<file path="src/design/starfield_star_step_core_assert.svh">
// Assertion macros for the starfield star step core.
`ifndef STARFIELD_STAR_STEP_CORE_ASSERT_SVH
`define STARFIELD_STAR_STEP_CORE_ASSERT_SVH

`ifndef SYNTHESIS

`define SFSS_ASSERT_IMP(lbl, ante, cons) \
    lbl: assert property (@(posedge clk) disable iff (!rst_n) (ante) |-> (cons)) \
        else $error("sfss check failed");

`define SFSS_ASSERT_NXT(lbl, ante, cons) \
    lbl: assert property (@(posedge clk) disable iff (!rst_n) (ante) |=> (cons)) \
        else $error("sfss check failed");

`else

`define SFSS_ASSERT_IMP(lbl, ante, cons)

`define SFSS_ASSERT_NXT(lbl, ante, cons)

`endif

`endif

</file>
<file path="src/design/sfss_pkg.sv">
// Shared types and constants for the starfield star step core.
package sfss_pkg;

    localparam int SCREEN_WIDTH  = 320;
    localparam int SCREEN_HEIGHT = 240;
    localparam int DEPTH_MAX     = 256;
    localparam int MID_COL       = SCREEN_WIDTH / 2;
    localparam int MID_ROW       = SCREEN_HEIGHT / 2;
    localparam int PROJ_SHIFT    = 7;
    localparam int GRAY_BASE     = 256;
    localparam int STREAK_MUL    = 18;
    localparam int PIXEL_MUL     = 20;
    localparam int BOX_MUL       = 8;

    localparam logic [5:0] SPEED_RESET = 6'd7;

    // |offset| * 128 needs 16 bits; depth up to 511 needs 9
    localparam int DIV_NUM_W = 16;
    localparam int DIV_DEN_W = 9;

    typedef enum logic [1:0] {
        SHAPE_PIXEL  = 2'd0,
        SHAPE_BOX    = 2'd1,
        SHAPE_CIRCLE = 2'd2
    } shape_t;

    typedef struct packed {
        logic signed [8:0] star_x;
        logic signed [7:0] star_y;
        logic [8:0]        star_z;
        logic [8:0]        rand_x;
        logic [7:0]        rand_y;
    } sfss_in_t;

    typedef struct packed {
        logic signed [8:0] next_x;
        logic signed [7:0] next_y;
        logic [8:0]        next_z;
        logic              visible;
        logic [8:0]        plot_x;
        logic [7:0]        plot_y;
        logic [7:0]        gray;
        logic [1:0]        mark_shape;
        logic              streak;
        logic [8:0]        streak_x;
        logic [7:0]        streak_y;
        logic [6:0]        streak_gray;
    } sfss_out_t;

    // per-star data that rides alongside the dividers
    typedef struct packed {
        logic signed [8:0] next_x;
        logic signed [7:0] next_y;
        logic [8:0]        next_z;
        logic              x_neg;
        logic              y_neg;
        logic              streak_ok;
        shape_t            shape;
        logic [7:0]        gray;
        logic [6:0]        sgray;
    } sfss_side_t;

endpackage

</file>
<file path="src/design/starfield_star_step_core.sv">
// Starfield star step: move, respawn and project one star per cycle unless stalled.
//
//   channel  handshake            payload      width
//   in       in_valid / in_ready  sfss_in_t    43
//   out      out_valid/out_ready  sfss_out_t   79
//   cfg      cfg_we               cfg_wdata    6 (speed)
//
// One request per cycle unless back-pressure drops in_ready; a request
// passes 19 register stages: two front stages, 16 divider stages (one
// quotient bit each), one output register. Each stage holds while the one
// after it is full and stalled, so bubbles fill and in_ready drops only when
// all are full. Reset clears every valid bit and loads speed with 7.
module starfield_star_step_core (
    input  logic             clk,
    input  logic             rst_n,
    input  logic             in_valid,
    output logic             in_ready,
    input  sfss_pkg::sfss_in_t  in_data,
    output logic             out_valid,
    input  logic             out_ready,
    output sfss_pkg::sfss_out_t out_data,
    input  logic             cfg_we,
    input  logic [5:0]       cfg_wdata
);

    import sfss_pkg::*;

    `include "starfield_star_step_core_assert.svh"

    localparam int DIV_FIRST = 2;
    localparam int NSTG      = DIV_NUM_W + 3;
    localparam int OUT_STG   = NSTG - 1;
    localparam int POS_W     = DIV_NUM_W + 2;

    logic [5:0]      speed_reg;
    logic [NSTG-1:0] valid_reg;
    logic [NSTG-1:0] stage_en;

    // stage 0: move / respawn
    logic signed [10:0] z_diff;
    logic               respawn;
    logic [8:0]         rx_mod;
    logic [7:0]         ry_mod;
    logic signed [9:0]  x_spawn;
    logic signed [8:0]  y_spawn;
    logic signed [8:0]  s1_x_next, s1_x_reg;
    logic signed [7:0]  s1_y_next, s1_y_reg;
    logic [8:0]         s1_z_next, s1_z_reg;

    // stage 1: divider operands and depth-derived fields
    logic [8:0]          ax;
    logic [7:0]          ay;
    logic [9:0]          pz_sum;
    logic [10:0]         z_ext, thr_streak, thr_pixel, thr_box;
    logic signed [9:0]   gray_diff, gray_adj;
    logic [DIV_NUM_W-1:0] s2_num_x_next, s2_num_x_reg;
    logic [DIV_NUM_W-1:0] s2_num_y_next, s2_num_y_reg;
    logic [DIV_DEN_W-1:0] s2_pz_next, s2_pz_reg;
    sfss_side_t          s2_side_next, s2_side_reg;

    // divider stages
    sfss_side_t          side_reg [DIV_NUM_W];
    logic [DIV_NUM_W-1:0] q_x, q_y, q_px, q_py;

    // output stage
    sfss_side_t          side_last;
    logic signed [POS_W-1:0] sx, sy, px, py;
    logic                vis, streak_hit;
    sfss_out_t           out_next, out_reg;

    function automatic logic signed [POS_W-1:0] place(
        input logic [DIV_NUM_W-1:0] q,
        input logic                 neg,
        input int                   center
    );
        logic signed [POS_W-1:0] c;
        logic signed [POS_W-1:0] m;
        c = POS_W'(center);
        m = $signed({2'b00, q});
        return neg ? (c - m) : (c + m);
    endfunction

    function automatic logic on_axis(
        input logic signed [POS_W-1:0] pos,
        input int                      limit
    );
        return !pos[POS_W-1] && ($unsigned(pos) < POS_W'(limit));
    endfunction

    always_ff @(posedge clk or negedge rst_n)
    begin
        if (!rst_n)
            speed_reg <= SPEED_RESET;
        else if (cfg_we)
            speed_reg <= cfg_wdata;
    end

    // a stage may load when the sink is ready or it or any stage after it has room
    for (genvar i = 0; i < NSTG; i++)
    begin : g_en
        assign stage_en[i] = out_ready | ~(&valid_reg[NSTG-1:i]);
    end

    assign in_ready = stage_en[0];

    always_ff @(posedge clk or negedge rst_n)
    begin
        if (!rst_n)
            valid_reg <= '0;
        else
        begin
            if (stage_en[0])
                valid_reg[0] <= in_valid;
            for (int i = 1; i < NSTG; i++)
            begin
                if (stage_en[i])
                    valid_reg[i] <= valid_reg[i-1];
            end
        end
    end

    always_comb
    begin
        z_diff  = $signed({2'b00, in_data.star_z}) - $signed({5'b00000, speed_reg});
        respawn = z_diff[10] || (z_diff == '0);
        rx_mod  = (in_data.rand_x >= 9'(SCREEN_WIDTH)) ?
                  (in_data.rand_x - 9'(SCREEN_WIDTH)) : in_data.rand_x;
        ry_mod  = (in_data.rand_y >= 8'(SCREEN_HEIGHT)) ?
                  (in_data.rand_y - 8'(SCREEN_HEIGHT)) : in_data.rand_y;
        x_spawn = $signed({1'b0, rx_mod}) - $signed(10'(MID_COL));
        y_spawn = $signed({1'b0, ry_mod}) - $signed(9'(MID_ROW));
        s1_x_next = respawn ? x_spawn[8:0] : in_data.star_x;
        s1_y_next = respawn ? y_spawn[7:0] : in_data.star_y;
        s1_z_next = respawn ? 9'(DEPTH_MAX) : z_diff[8:0];
    end

    always_ff @(posedge clk)
    begin
        if (stage_en[0])
        begin
            s1_x_reg <= s1_x_next;
            s1_y_reg <= s1_y_next;
            s1_z_reg <= s1_z_next;
        end
    end

    always_comb
    begin
        ax = s1_x_reg[8] ? ($unsigned(~s1_x_reg) + 9'd1) : $unsigned(s1_x_reg);
        ay = s1_y_reg[7] ? ($unsigned(~s1_y_reg) + 8'd1) : $unsigned(s1_y_reg);
        s2_num_x_next = {ax, {PROJ_SHIFT{1'b0}}};
        s2_num_y_next = {1'b0, ay, {PROJ_SHIFT{1'b0}}};

        // streak depth: z + 2*speed, clamped
        pz_sum     = {1'b0, s1_z_reg} + {3'b000, speed_reg, 1'b0};
        s2_pz_next = (pz_sum > 10'(DEPTH_MAX)) ? 9'(DEPTH_MAX) : pz_sum[8:0];

        z_ext      = {2'b00, s1_z_reg};
        thr_streak = 11'(speed_reg * STREAK_MUL);
        thr_pixel  = 11'(speed_reg * PIXEL_MUL);
        thr_box    = 11'(speed_reg * BOX_MUL);

        // halving truncates toward zero: bias negatives by one
        gray_diff = $signed(10'(GRAY_BASE)) - $signed({1'b0, s1_z_reg});
        gray_adj  = gray_diff + $signed({9'b0, gray_diff[9]});

        s2_side_next.next_x    = s1_x_reg;
        s2_side_next.next_y    = s1_y_reg;
        s2_side_next.next_z    = s1_z_reg;
        s2_side_next.x_neg     = s1_x_reg[8];
        s2_side_next.y_neg     = s1_y_reg[7];
        s2_side_next.streak_ok = (z_ext < thr_streak);
        s2_side_next.gray      = gray_diff[7:0];
        s2_side_next.sgray     = gray_adj[7:1];
        priority if (z_ext > thr_pixel)
            s2_side_next.shape = SHAPE_PIXEL;
        else if (z_ext > thr_box)
            s2_side_next.shape = SHAPE_BOX;
        else
            s2_side_next.shape = SHAPE_CIRCLE;
    end

    always_ff @(posedge clk)
    begin
        if (stage_en[1])
        begin
            s2_num_x_reg <= s2_num_x_next;
            s2_num_y_reg <= s2_num_y_next;
            s2_pz_reg    <= s2_pz_next;
            s2_side_reg  <= s2_side_next;
        end
    end

    sfss_div_pipe #(.NUM_W(DIV_NUM_W), .DEN_W(DIV_DEN_W)) u_div_x (
        .clk      (clk),
        .stage_en (stage_en[DIV_FIRST +: DIV_NUM_W]),
        .num      (s2_num_x_reg),
        .den      (s2_side_reg.next_z),
        .quo      (q_x)
    );

    sfss_div_pipe #(.NUM_W(DIV_NUM_W), .DEN_W(DIV_DEN_W)) u_div_y (
        .clk      (clk),
        .stage_en (stage_en[DIV_FIRST +: DIV_NUM_W]),
        .num      (s2_num_y_reg),
        .den      (s2_side_reg.next_z),
        .quo      (q_y)
    );

    sfss_div_pipe #(.NUM_W(DIV_NUM_W), .DEN_W(DIV_DEN_W)) u_div_px (
        .clk      (clk),
        .stage_en (stage_en[DIV_FIRST +: DIV_NUM_W]),
        .num      (s2_num_x_reg),
        .den      (s2_pz_reg),
        .quo      (q_px)
    );

    sfss_div_pipe #(.NUM_W(DIV_NUM_W), .DEN_W(DIV_DEN_W)) u_div_py (
        .clk      (clk),
        .stage_en (stage_en[DIV_FIRST +: DIV_NUM_W]),
        .num      (s2_num_y_reg),
        .den      (s2_pz_reg),
        .quo      (q_py)
    );

    always_ff @(posedge clk)
    begin
        for (int k = 0; k < DIV_NUM_W; k++)
        begin
            if (stage_en[DIV_FIRST + k])
            begin
                if (k == 0)
                    side_reg[k] <= s2_side_reg;
                else
                    side_reg[k] <= side_reg[k-1];
            end
        end
    end

    assign side_last = side_reg[DIV_NUM_W-1];

    always_comb
    begin
        sx = place(q_x,  side_last.x_neg, MID_COL);
        sy = place(q_y,  side_last.y_neg, MID_ROW);
        px = place(q_px, side_last.x_neg, MID_COL);
        py = place(q_py, side_last.y_neg, MID_ROW);

        vis        = on_axis(sx, SCREEN_WIDTH) && on_axis(sy, SCREEN_HEIGHT);
        streak_hit = vis && side_last.streak_ok &&
                     on_axis(px, SCREEN_WIDTH) && on_axis(py, SCREEN_HEIGHT);

        out_next.next_x      = side_last.next_x;
        out_next.next_y      = side_last.next_y;
        out_next.next_z      = side_last.next_z;
        out_next.visible     = vis;
        out_next.plot_x      = vis ? sx[8:0] : '0;
        out_next.plot_y      = vis ? sy[7:0] : '0;
        out_next.gray        = vis ? side_last.gray : '0;
        out_next.mark_shape  = vis ? side_last.shape : '0;
        out_next.streak      = streak_hit;
        out_next.streak_x    = streak_hit ? px[8:0] : '0;
        out_next.streak_y    = streak_hit ? py[7:0] : '0;
        out_next.streak_gray = streak_hit ? side_last.sgray : '0;
    end

    always_ff @(posedge clk)
    begin
        if (stage_en[OUT_STG])
            out_reg <= out_next;
    end

    assign out_valid = valid_reg[OUT_STG];
    assign out_data  = out_reg;

    // back-pressure only when every stage is full and the sink stalls
    `SFSS_ASSERT_IMP(a_full_stall, !in_ready, (&valid_reg) && !out_ready)
    `SFSS_ASSERT_IMP(a_drain_opens, out_valid && out_ready, in_ready)
    `SFSS_ASSERT_IMP(a_div_nonzero, valid_reg[1], (s2_pz_reg != '0) && (s2_side_reg.next_z != '0))
    `SFSS_ASSERT_NXT(a_take_lands, in_valid && in_ready, valid_reg[0] && (s1_z_reg != '0))

endmodule

</file>
<file path="src/design/sfss_div_pipe.sv">
// Pipelined unsigned restoring divider, one quotient bit per stage.
module sfss_div_pipe #(
    parameter int NUM_W = 16,
    parameter int DEN_W = 9
) (
    input  logic             clk,
    input  logic [NUM_W-1:0] stage_en,
    input  logic [NUM_W-1:0] num,
    input  logic [DEN_W-1:0] den,
    output logic [NUM_W-1:0] quo
);

    logic [DEN_W-1:0] rem_reg [NUM_W];
    logic [DEN_W-1:0] den_reg [NUM_W];
    logic [NUM_W-1:0] dq_reg  [NUM_W];

    logic [DEN_W-1:0] rem_in   [NUM_W];
    logic [DEN_W-1:0] den_in   [NUM_W];
    logic [NUM_W-1:0] dq_in    [NUM_W];
    logic [DEN_W:0]   trial    [NUM_W];
    logic [DEN_W:0]   sub      [NUM_W];
    logic             ge       [NUM_W];
    logic [DEN_W-1:0] rem_next [NUM_W];
    logic [NUM_W-1:0] dq_next  [NUM_W];

    // dq holds the unused dividend bits on top and the quotient bits below
    always_comb
    begin
        for (int k = 0; k < NUM_W; k++)
        begin
            if (k == 0)
            begin
                rem_in[k] = '0;
                den_in[k] = den;
                dq_in[k]  = num;
            end
            else
            begin
                rem_in[k] = rem_reg[k-1];
                den_in[k] = den_reg[k-1];
                dq_in[k]  = dq_reg[k-1];
            end
            trial[k]    = {rem_in[k], dq_in[k][NUM_W-1]};
            sub[k]      = trial[k] - {1'b0, den_in[k]};
            ge[k]       = (trial[k] >= {1'b0, den_in[k]});
            rem_next[k] = ge[k] ? sub[k][DEN_W-1:0] : trial[k][DEN_W-1:0];
            dq_next[k]  = {dq_in[k][NUM_W-2:0], ge[k]};
        end
    end

    always_ff @(posedge clk)
    begin
        for (int k = 0; k < NUM_W; k++)
        begin
            if (stage_en[k])
            begin
                rem_reg[k] <= rem_next[k];
                den_reg[k] <= den_in[k];
                dq_reg[k]  <= dq_next[k];
            end
        end
    end

    assign quo = dq_reg[NUM_W-1];

endmodule
</file>
<file path="config.mk">
export PLATFORM = sky130hd
export DESIGN_NAME = starfield_star_step_core
export DESIGN_NICKNAME = d
export VERILOG_FILES = /design/src/design/sfss_pkg.sv /design/src/design/starfield_star_step_core.sv /design/src/design/sfss_div_pipe.sv
export VERILOG_INCLUDE_DIRS = /design/src /design/src/design
export SDC_FILE = /design/constraint.sdc
export NUM_CORES = 2
export LEC_CHECK = 0
export BUFFER_PORTS_ARGS = -buffer_cell sky130_fd_sc_hd__buf_2
export CAP_MARGIN = 20
export CORE_ASPECT_RATIO = 1.5
export CORE_MARGIN = 2
export CORE_UTILIZATION = 60
export CTS_BUF_LIST = sky130_fd_sc_hd__clkbuf_4
export DETAILED_ROUTE_END_ITERATION = 10
export PLACE_DENSITY_LB_ADDON = 0.08
export SETUP_SLACK_MARGIN = 0.4
export SLEW_MARGIN = 20
export SYNTH_ARGS = -nofsm -noshare
export SYNTH_HDL_FRONTEND = slang
export SYNTH_SLANG_ARGS = --single-unit
</file>
<file path="constraint.sdc">
create_clock -name clk -period 21.5 [get_ports clk]
set_input_delay 0 -clock clk [delete_from_list [all_inputs] [get_ports clk]]
set_output_delay 0 -clock clk [all_outputs]
set_load 0.02 [all_outputs]
</file>
# Word-level counts from Yosys, hierarchy flattened
# Memories as Yosys holds them, arrays and structs flattened.
# Index checks and enable logic that the tools add are counted.
# classes
div	0
addsub	82
n_shift	0
n_reduce_logical	32
eq_ne	0
mux	107
order_cmp	74
bitwise	40
multipliers	2
# ops
cell	n
$ge 10x9->1	60
$mux 9	66
$sub 9x9->9	60
$mux 18	4
$lt 18x8->1 const B	2
$lt 18x9->1 const B	2
$add 7x16->17 const A	2
$add 8x16->17 const A	2
$sub 7x16->17 const A	2
$sub 8x16->17 const A	2
$mux 1	32
$mux 8	3
$not 1->1	19
$or 1x1->1	19
$reduce_and 19->1	1
$ge 1x9->1	2
$ge 1x9->1 const A	2
$reduce_and 18->1	1
$sub 1x9->9	2
$sub 1x9->9 const A	2
$reduce_and 17->1	1
$reduce_and 16->1	1
$reduce_and 15->1	1
$reduce_and 14->1	1
other kinds (38)	48
# word_totals
inputBits	54
latchBits	0
ram_bits	2912
rom_bits	0
elab_cells	399
ff_bits	202
mem_count	13
out_inout_bits	81
# memory_table
name	depth	width	rd	rd_ports_with_merged_regs	write_ports	line	text
side_reg	16	46	16	0	16	starfield_star_step_core.sv:62	sfss_side_t side_reg [DIV_NUM_W];
u_div_px.dq_reg	16	16	16	0	16	sfss_div_pipe.sv:15	logic [NUM_W-1:0] dq_reg [NUM_W];
u_div_py.dq_reg	16	16	16	0	16	sfss_div_pipe.sv:15	
u_div_x.dq_reg	16	16	16	0	16	sfss_div_pipe.sv:15	
u_div_y.dq_reg	16	16	16	0	16	sfss_div_pipe.sv:15	
u_div_px.den_reg	16	9	15	0	16	sfss_div_pipe.sv:14	logic [DEN_W-1:0] den_reg [NUM_W];
+7 memories	-	-	-	-	-	-	

# Longest topological paths before layout
# An unclocked memory read counts as a cell.
# depth
word_depth	9
ltp_mapped	12

# By module
# From an unflattened synthesis, not the netlist that was laid out.
# unflattened
hier_cells	8108
hier_area_um2	125928.3
# modules_own_cells
module	instances	cells_each	seq_area_each_um2	area_per_inst_um2
starfield_star_step_core	1	1733	26454.1	32180.9
sfss_div_pipe (u_div_px)	1	1621	15795.1	23522.6
sfss_div_pipe (u_div_py)	1	1633	15795.1	23457.5
sfss_div_pipe (u_div_y)	1	1560	15795.1	23396.2
sfss_div_pipe (u_div_x)	1	1561	15795.1	23371.2

# Least setup slack after synthesis
# No wires, ideal clock.
# synth_path
kind	reg-to-reg
start	register valid_reg[18]
end	memory side_reg[0][0] (netlist bit), enable pin
period_less_slack_ns	9.610
t_arrival_ns	9.151
setup_time_ns	0.459
required_ns	21.041
path_stages_with_launch	9
path_slack_ns	11.890
path_cell_list	dfrtp_1 and4b_1 and2_1 and3_1 inv_1 nor3_1 nand3_1 nor2_1 inv_1
# synth_lines
element	line	text
start: declaration	starfield_star_step_core.sv:36	logic [NSTG-1:0] valid_reg;
start signal: indexed assignment	starfield_star_step_core.sv:117	valid_reg[i] <= valid_reg[i-1];
end: declaration	starfield_star_step_core.sv:62	

# Worst setup path in the final report
# layout_path
start	register valid_reg[18]
end	output port in_ready
# layout_via
elab_chain_len	3
# layout_lines
element	line	text
$reduce_and 19->1	starfield_star_step_core.sv:101	assign stage_en[i] = out_ready | ~(&valid_reg[NSTG-1:i]);
$not 1->1	starfield_star_step_core.sv:101	
$or 1x1->1	starfield_star_step_core.sv:101	
end: declaration	starfield_star_step_core.sv:17	output logic in_ready,
# No other way between the ends.

==> impl_metrics.toml <==
[clocking]
cts_resized = 0
worstSkewPairLatency_ns = 1.34
cts-htree-levels = 5
cts_num_sinks = 2160
cts_setup_buffers = 0
numCtsBuffers = 480
cts_tree = "done"
clk_pin_slew_ns = 0.07
cts_hold_buf = 148
cts_buffer_depth = 4
root_buffer = "clkbuf_4"

[die]
start_util = 0.604
die_w_microns = 334
rows = 181
io_pins = 135
die_h_microns = 499
dieArea_sq_um = 167000
coreArea_sq_um = 162000

[global_route]
gr-total-overflow = 0
grt_max_degree = 85
grt_pass1_wl_microns = 285000
grt_pass1_vias = 58329
grt_usage = 0.215
antenna_found_initial = 3

[yosys]
yosysMostFrequentCell = "edfxtp_1"
syn_area_sq_um = 98000
synth_seq_cells = 2160
yosys.area_share.simple = 0.0708
synthMuxAreaShare = 0.0513
ys_warn_count = 0
synth_edf_count = 2135
synth_top_family_by_area = "adder cells"
synth_xor_area_frac = 0.0324
synth_top_cell_by_area = "edfxtp_1"
synthTopCellsByCount = "edfxtp_1 (2135), inv_1 (626), ha_1 (615)"
synth.avg_cell_area_sq_um = 14.6
synth_area_leaders = "edfxtp_1 (65%), ha_1 (7.9%), mux2_2 (4.1%)"
synth-async-reset-ratio = 0.0116
ys.flop_type = "edfxtp_1"
netlist-cell-type-count = 80
synth-compound-area-share = 0.0668
synthAdderAreaFrac = 0.0908
syn-num-nets = 7435
ys_seq_area_frac = 0.661
synthCells = 6706
yosysTopAreaCellShare = 0.654

[sta]
finalSetupTns_ns = 0
report.final.slew_viol_count = 0
fmax_mhz = 173
fin_crit_ns = 5.78
finalSetupViolations = 0
skew_ns = 0.0937
min_period_over_period = 0.269
holdWs_ns = 0.276
tightest_slew_ns = 1.07
max_slew_margin = 0.289
grt_setup_unrepaired = "false"
hold_violations = 0

[job]
max_cap_viol_count = 0

[setup_path]
cp_slowest_cell = "nor3_1"
crit_chain = "and4b_1, and2_1, and3_1, inv_4, nor3_1, buf_4, nand3_4, nor2_1, nand3_1, buf_4, buf_2"
crit_top_cell = "buf_4"
path_class = "flop to output pin"
max_stage_delay_ns = 0.62
cp_data_arrival_time_ns = 5.78
critical_path_buf_inv_count = 4
cp.required_ns = 21.50
endpoint_kind = "output pin"
path_delay_family = "simple AND/OR/NAND/NOR gates"
cp-start-kind = "flop"
crit_fanout = 61

[layout]
nNetsFinal = 8149
stdcell_area_sq_um = 109000
syn2layout_area_growth_pct = 10.9
largest_register_ffs = 688
drive_gt1_frac = 0.177

[routing]
drtAntennaViolNets = 0
wirelength_microns = 176000
wl_per_cell_microns = 17.8
viasPerCell = 5.46
route.detailed.drc = 0
dr.pass1.iters = 7
drtIter0Drc = 2160
num_vias = 54101

[worst_hold_path]
hold_path.class = "input port to asynchronous set/reset pin"

[placed_design]
place_area_sq_um = 101000
numPortBuffers = 134
place_hpwl_microns = 128000
gp_congestion = 0.904

[pwr]
peakVddDrop_uv = 60.6
power.leakage_nw = 43.8
p_per_area_nw_per_um2 = 155
total_power_mw = 16.9

[outcome]
status = "completed"
stage by stage:
stage / instances / utilization / worst slack [ns]
global route: 9900 / 0.671 / 15.22
detailed placement: 8894 / 0.625 / 16.63
CTS: 9896 / 0.670 / 15.64
global placement: 8894 / 0.625 / 16.60
floorplan: 6706 / - / 11.89
finish: 9900 / 0.671 / 15.72
power by group:
group | internal (mW) | switching (mW) | total (mW)
logic | 3.06 | 3.43 | 6.49
registers | 6.73 | 0.707 | 7.44
clock network | 1.51 | 1.47 | 2.98
total | 11.3 | 5.61 | 16.9
per-layer routing:
layer  routed length [microns]  vias to the layer above  global-route usage
met3                      6240                      555              0.0393
met2                     99200                     1231               0.418
met4                     10400                        2               0.138
met1                     59900                    25564               0.204
met5                        11                        -                   0
li1                          -                    26749                   -
worst register-to-register path, cell delays in order, from the launching register on:
cell and delay [ns]:
dfrtp_1 0.42, and4b_1 0.40, and2_1 0.32, and3_1 0.39, inv_4 0.31, nor3_1 0.64, buf_4 0.28, nand3_4 0.48
nor2_1 0.60, inv_4 0.30, buf_4 0.46
logic make-up after synthesis:
group	count (synthesis)
AO/OA/AOI/OAI	1036
adder cells (fa/ha/maj)	675
multiplexers	458
XOR/XNOR	362
AND/OR/NAND/NOR	1313
flip-flops	2160
buffers and inverters	702
final cells by class:
class                      count  area, sq um
clock buffer                 671         5040
inverter                     627         2370
fill                       11489        53400
antenna                        4         10.0
tap                         2104         2630
sequential                  2160        64700
multi-input combinational   3844        30700
timing repair buffer         307         2350
clock inverter               183          903
layout by cell type, fill, tap and decap left out, types with 95 or more instances in the layout:
| cell | count |
|---|---|
| buf_2 | 134 |
| mux2i_1 | 101 |
| nand4_1 | 132 |
| mux2_2 | 357 |
| xnor2_1 | 277 |
| nand2_1 | 162 |
| clkinv_1 | 145 |
| clkbuf_4 | 671 |
| nor2_1 | 358 |
| nor3_1 | 111 |
| ha_1 | 615 |
| a21oi_1 | 330 |
| dlygate4sd3_1 | 147 |
| edfxtp_1 | 2135 |
| nor2b_1 | 191 |
| or2_2 | 95 |
| inv_1 | 620 |
| o21ai_0 | 228 |
worst paths after layout:
check / from / end / slack, ns / cells after the start
max in group asynchronous: rst_n / speed_reg[1] / 20.97 / 5
hold reg to reg: side_reg[1][201] / side_reg[1][247] / 0.38 / 0
setup reg to reg: valid_reg[18] / u_div_py.den_reg[0][6] / 16.47 / 10
setup / recovery: valid_reg[18] / in_ready / 15.72 / 11
min in group clk: out_ready / valid_reg[14] / 0.34 / 5
hold / removal: rst_n / valid_reg[0] / 0.28 / 5
(Power assumes the default switching activity.)
